`src/rtl/rpt_pkg.sv`:
```
package rpt_pkg;

  localparam int MIN_BIN_W  = 5;
  localparam int MAG_CFG_W  = 23;
  localparam int THR_W      = 2 * MAG_CFG_W;
  localparam int PEAK_BIN_W = 5;
  localparam int RD_IDX_W   = 8;
  localparam int PHASE_W    = 32;
  localparam int CFG_IDX_W  = 2;

  localparam logic [CFG_IDX_W-1:0] CFG_MIN_BIN = 2'd0;
  localparam logic [CFG_IDX_W-1:0] CFG_MIN_MAG = 2'd1;

  localparam logic REQ_BIN    = 1'b0;
  localparam logic REQ_READ   = 1'b1;
  localparam logic KIND_FRAME = 1'b0;
  localparam logic KIND_READ  = 1'b1;

  // vectoring cordic: inputs brought to 40 bits, 24 micro-rotations
  localparam int CORDIC_STEPS    = 24;
  localparam int CORDIC_IT_W     = 5;
  localparam int CORDIC_PRESCALE = 40;
  localparam int CORDIC_W        = 43;

  // atan(2^-i) in units of 2^-32 turn
  localparam logic [31:0] ATAN_TURNS [CORDIC_STEPS] = '{
    32'h20000000, 32'h12E4051E, 32'h09FB385B, 32'h051111D4,
    32'h028B0D43, 32'h0145D7E1, 32'h00A2F61E, 32'h00517C55,
    32'h0028BE53, 32'h00145F2F, 32'h000A2F98, 32'h000517CC,
    32'h00028BE6, 32'h000145F3, 32'h0000A2FA, 32'h0000517D,
    32'h000028BE, 32'h0000145F, 32'h00000A30, 32'h00000518,
    32'h0000028C, 32'h00000146, 32'h000000A3, 32'h00000051
  };

  typedef struct packed {
    logic        done;
    logic [31:0] turns;
  } cordic_stat_t;

endpackage

```
`src/rtl/rpt_peak.sv`:
```
module rpt_peak #(
  parameter int NUM_BINS    = 32,
  parameter int SAMPLE_BITS = 24
) (
  input  logic                                 clk,
  input  logic                                 rst_n,
  input  logic                                 push,
  input  logic                                 last,
  input  logic signed [SAMPLE_BITS-1:0]        re,
  input  logic signed [SAMPLE_BITS-1:0]        im,
  input  logic [rpt_pkg::MIN_BIN_W-1:0]        min_bin,
  input  logic                                 clear,
  output logic [2*SAMPLE_BITS-1:0]             best_mag,
  output logic [$clog2(NUM_BINS)-1:0]          best_bin,
  output logic signed [SAMPLE_BITS-1:0]        best_re,
  output logic signed [SAMPLE_BITS-1:0]        best_im
);

  localparam int CNT_W = $clog2(NUM_BINS + 1);
  localparam int BIN_W = $clog2(NUM_BINS);
  localparam int MAG_W = 2 * SAMPLE_BITS;
  localparam int CMP_W = (CNT_W > rpt_pkg::MIN_BIN_W) ? CNT_W : rpt_pkg::MIN_BIN_W;

  logic [CNT_W-1:0]              cnt_r;
  logic                          searched;
  logic [SAMPLE_BITS-1:0]        abs_re, abs_im;

  logic                          s1_v_r;
  logic [BIN_W-1:0]              s1_bin_r;
  logic signed [SAMPLE_BITS-1:0] s1_re_r, s1_im_r;
  logic [MAG_W-1:0]              s1_sqr_r, s1_sqi_r;
  logic [MAG_W-1:0]              mag;

  logic [MAG_W-1:0]              best_mag_r;
  logic [BIN_W-1:0]              best_bin_r;
  logic signed [SAMPLE_BITS-1:0] best_re_r, best_im_r;

  assign searched = (cnt_r < CNT_W'(NUM_BINS)) && (CMP_W'(cnt_r) >= CMP_W'(min_bin));
  assign abs_re   = re[SAMPLE_BITS-1] ? (~re + 1'b1) : re;
  assign abs_im   = im[SAMPLE_BITS-1] ? (~im + 1'b1) : im;
  assign mag      = s1_sqr_r + s1_sqi_r;

  always_ff @(posedge clk) begin
    if (!rst_n) begin
      cnt_r  <= '0;
      s1_v_r <= 1'b0;
    end else begin
      s1_v_r <= push && searched;
      if (push) begin
        if (last) begin
          cnt_r <= '0;
        end else if (cnt_r < CNT_W'(NUM_BINS)) begin
          cnt_r <= cnt_r + 1'b1;
        end
      end
    end
  end

  always_ff @(posedge clk) begin
    s1_bin_r <= cnt_r[BIN_W-1:0];
    s1_re_r  <= re;
    s1_im_r  <= im;
    s1_sqr_r <= MAG_W'(abs_re) * MAG_W'(abs_re);
    s1_sqi_r <= MAG_W'(abs_im) * MAG_W'(abs_im);
  end

  // strictly larger wins, so the first of equal bins stays
  always_ff @(posedge clk) begin
    if (!rst_n || clear) begin
      best_mag_r <= '0;
      best_bin_r <= '0;
      best_re_r  <= '0;
      best_im_r  <= '0;
    end else if (s1_v_r && (mag > best_mag_r)) begin
      best_mag_r <= mag;
      best_bin_r <= s1_bin_r;
      best_re_r  <= s1_re_r;
      best_im_r  <= s1_im_r;
    end
  end

  assign best_mag = best_mag_r;
  assign best_bin = best_bin_r;
  assign best_re  = best_re_r;
  assign best_im  = best_im_r;

endmodule

```
`config.mk`:
```
export PLATFORM = sky130hd
export DESIGN_NAME = rpt_peak
export DESIGN_NICKNAME = d
export VERILOG_FILES = /design/src/rtl/rpt_pkg.sv /design/src/rtl/rpt_peak.sv
export SDC_FILE = /design/constraint.sdc
export NUM_CORES = 2
export LEC_CHECK = 0
export ABC_AREA = 1
export BUFFER_PORTS_ARGS = -buffer_cell sky130_fd_sc_hd__buf_2
export CAP_MARGIN = 5
export CORE_ASPECT_RATIO = 1.75
export CORE_MARGIN = 2
export CORE_UTILIZATION = 33
export DETAILED_ROUTE_END_ITERATION = 8
export PLACE_DENSITY = 0.49
export SLEW_MARGIN = 20
export SYNTH_ARGS = -nofsm -noshare
export SYNTH_HDL_FRONTEND = slang
export SYNTH_SLANG_ARGS = --single-unit
export TNS_END_PERCENT = 10
```
`constraint.sdc`:
```
create_clock -name clk -period 12.9 [get_ports clk]
set_clock_uncertainty 0.05 [all_clocks]
set_input_delay 0 -clock clk [delete_from_list [all_inputs] [get_ports clk]]
set_output_delay 0 -clock clk [all_outputs]
set_load 0.02 [all_outputs]
```
==> summary.md <==
| Metric | Value |
|---|---|
| Placed wire-length estimate | `155000 µm` |
| Top cells by area in the synthesized netlist | `sky130_fd_sc_hd__fa_1 (36%), sky130_fd_sc_hd__inv_1 (13%), sky130_fd_sc_hd__ha_1 (12%)` |
| Net count of the finished layout | `7751` |
| Proportion of synthesized chip area in sequential cells | `10.72%` |
| Filler instances | `15310` |
| Crit path required time | `13340 ps` |
| Depth of the most critical reg-to-reg path | `22` |
| Combinational family with the most area after synthesis | `adder cells` |
| CTS tree | `done` |
| Setup fix buffers added after clock tree synthesis | `0` |
| CP Launch Type | `primary input` |
| Number of antenna violations at the first check in global routing | `1` |
| Port buffer count | `158` |
| Post-route antenna net violation count | `0` |
| Fraction of layout cells with a size suffix above 1 | `4.898%` |
| Start of the worst register-to-register path | `s1_sqr_r[21]$_DFF_P_` |
| Arrival time of the worst setup path | `9560 ps` |
| First-pass DRT Iterations | `6` |
| Post-synthesis simple-gate area fraction | `20.32%` |
| Critical path fanouts, max | `21` |
| Initial Utilization | `33.21%` |
| Multiplexer share of the synthesized area | `0%` |
| Drc violations | `0` |
| Kind of end point of the critical path | `flip-flop` |
| Post-Synth XOR/XNOR Area | `2.125%` |
| Fraction of the cycle the final worst path needs | `70.72%` |
| Final Hold Violating Endpoints | `0` |
| Sinks on the clock net | `253` |
| Routed wire length per instance | `21.43 µm` |
| Cell at the slowest stage of the critical path | `sky130_fd_sc_hd__nand2_1` |
| Count of different cell masters after synthesis | `49` |
| Die height | `504.4 µm` |
| Routability-driven placement congestion ratio | `0.9887` |
| Critical Setup Path Class | `in -> reg` |
| Global-route total usage across every layer | `24.46%` |
| Routed vias | `39310` |
| Synthesis-to-layout area growth | `10.07%` |
| Number of instances on the worst hold path | `5` |
| Total wirelength of the detailed-routed design | `177500 µm` |
| Hold Crit Endpoint | `best_im[3]$_SDFFE_PP0P_` |
| GR Overflow Total | `0` |
| Min Clock Period, post-route | `9123 ps` |
| Root cell of the clock tree | `sky130_fd_sc_hd__clkbuf_16` |
| Path category of the worst min-delay check | `in -> reg` |
| Die ar. | `146300 µm²` |
| Worst slew margin relative to its limit | `32.58%` |
| Row cnt | `183` |
| Core region area | `142200 µm²` |
| Max-slew violation count | `0` |
| Hold-fix buffers at CTS | `55` |
| Largest area contributor in the netlist | `sky130_fd_sc_hd__fa_1` |
| End of the worst register-to-register path | `best_re[1]$_SDFFE_PP0P_` |
| Post-CTS resize count | `0` |
| Fmax | `109.6 MHz` |
| Vias in the first global route | `43330` |
| Sum of negative setup slack | `0 ps` |
| Max capacitance violation total | `0` |
| Register clock-pin slew on the reported worst setup and hold paths | `60 ps` |
| H-tree lvl count | `2` |
| Total standard cell area after synthesis | `47230 µm²` |
| RSZ-0062 raised after global routing | `false` |
| Count of routing violations after the opening detailed-route iteration | `1809` |
| Transition at the pin with the smallest max-transition slack | `1010 ps` |
| Post-Synth Adder-Cell Area | `47.61%` |
| Pin count of the biggest net entering global routing | `93` |
| Reg-to-reg setup timing slack | `7590 ps` |
| Top cell by count, worst path | `sky130_fd_sc_hd__fa_1` |
| Worst hold start | `clear` |
| Clock insertion delay at the later pin of the skew report | `580 ps` |
| Wire length of the first global-routing pass | `265100 µm` |
| Outcome | `finished, final reports clean` |
| Ratio of routed vias to standard cells | `4.745` |
| Boundary pin count | `159` |
| Horizontal die dimension | `290.0 µm` |
| Finish-stage setup viols | `0` |
| Average cell area after synthesis | `7.615 µm²` |
| Share of the synthesized area in compound gates (AO/OA/AOI/OAI) | `4.496%` |
| Number of synthesized register bits | `253` |
| Number of warnings reported in the yosys synthesis log | `0` |
| Yosys top cell area share | `36.03%` |
| Synthesized netlist cell count | `6202` |
| CTS max path bufs | `3` |
| Crit path largest cell delay | `720 ps` |
| Number of CTS-inserted buffers | `34` |
## critical path: cells and delay by family
family | cells | cell delay, ps
buffers and inverters | 9 | 2130
and+or+nand+nor | 14 | 2980
adders and majority gates | 9 | 4230
xor gates and xnor gates | 1 | 170
## Yosys cell counts (all sizes together)
master / n
ha: 437
o211ai: 5
o21ai: 98
buf: 83
a21o: 14
nand4: 44
xor2: 74
inv: 1674
clkbuf: 40
nand3: 157
nor4: 10
a211oi: 1
o21bai: 12
o31ai: 3
a21oi: 234
nand3b: 70
a31oi: 3
conb: 2
clkinv: 11
or2: 5
a21boi: 4
xnor2: 38
and2: 3
dfxtp: 253
fa: 850
or3: 2
and3: 4
nand2b: 1
nor2: 730
nor3: 31
o21a: 19
nand2: 1289
nor3b: 1
## metrics by stage
step	cells	area [µm²]	setup WS, ps	hold WS [ps]	utilization (%)
after floorplan	6234	47350	6053	-22.28	-
after global placement	8165	50210	3888	73.71	35.31
after detailed placement	8165	50210	3846	73.05	35.31
after CTS	8281	51970	3869	14.63	36.55
after global routing	8283	51980	3412	50.08	36.56
final	8284	51980	3777	25.32	36.56
## cell type report
| type | instances | area (µm²) | area share (%) |
|---|---|---|---|
| Tap cell | 1850 | 2315 | 4.453 |
| Sequential cell | 253 | 5065 | 9.743 |
| Clock buffer | 40 | 903.4 | 1.738 |
| Inverter | 1685 | 6332 | 12.18 |
| Timing Repair Buffer | 259 | 1687 | 3.245 |
| Antenna cell | 3 | 7.507 | 0.01444 |
| Clock inverter | 21 | 312.8 | 0.6017 |
| Multi-Input combinational cell | 4173 | 35360 | 68.02 |
## logic make-up (layout without fill, tap and decap cells)
family,Yosys count,in the layout
compound gates,393,393
xor+xnor,112,112
fa+ha+maj,1287,1287
buf+inv,1808,2005
flops,253,253
other cells,2,37
simple gates,2347,2347
## cells in the final DEF (no fill, tap or decap), types with 94 or more instances in the layout
cell                      count
sky130_fd_sc_hd__inv_1     1655
sky130_fd_sc_hd__a21oi_1    234
sky130_fd_sc_hd__ha_1       437
sky130_fd_sc_hd__buf_2      158
sky130_fd_sc_hd__dfxtp_1    253
sky130_fd_sc_hd__fa_1       850
sky130_fd_sc_hd__o21ai_0     94
sky130_fd_sc_hd__nor2_1     720
sky130_fd_sc_hd__nand3_1    153
sky130_fd_sc_hd__nand2_1   1279
## registers in the layout (all words and copies together) (netlist names)
name and cells:
s1_re_r 23, best_re 24, best_bin 5, best_im 24, s1_sqr_r 47, best_mag 48
s1_bin_r 5, s1_sqi_r 47, cnt_r 6, s1_v_r 1, s1_im_r 23
## routing by layer
metal | vias up | global-route usage [%] | share of wire, %
met1 | 19370 | 22.74 | 33
met4 | 0 | 16.07 | 7.9
met2 | 945 | 49.70 | 57
met3 | 466 | 2.249 | 3.0
met5 | - | 0 | 0
li1 | 18530 | - | -
## how the worst max path moves through the flow
stage | start | to | slack (ps)
2_1_floorplan | re[0] | s1_sqr_r[47]$_DFF_P_ | 6050
6_report | im[0] | s1_sqi_r[38]$_DFF_P_ | 3780
3_5_place_dp | im[0] | s1_sqi_r[38]$_DFF_P_ | 3850
5_1_grt | im[0] | s1_sqi_r[38]$_DFF_P_ | 3410
3_3_place_gp | im[0] | s1_sqi_r[38]$_DFF_P_ | 3890
4_1_cts | im[0] | s1_sqi_r[38]$_DFF_P_ | 3870
Power is left out: the tool's default activity adds up to more than one toggle a clock period on the data nets, which glitch-free logic cannot reach.
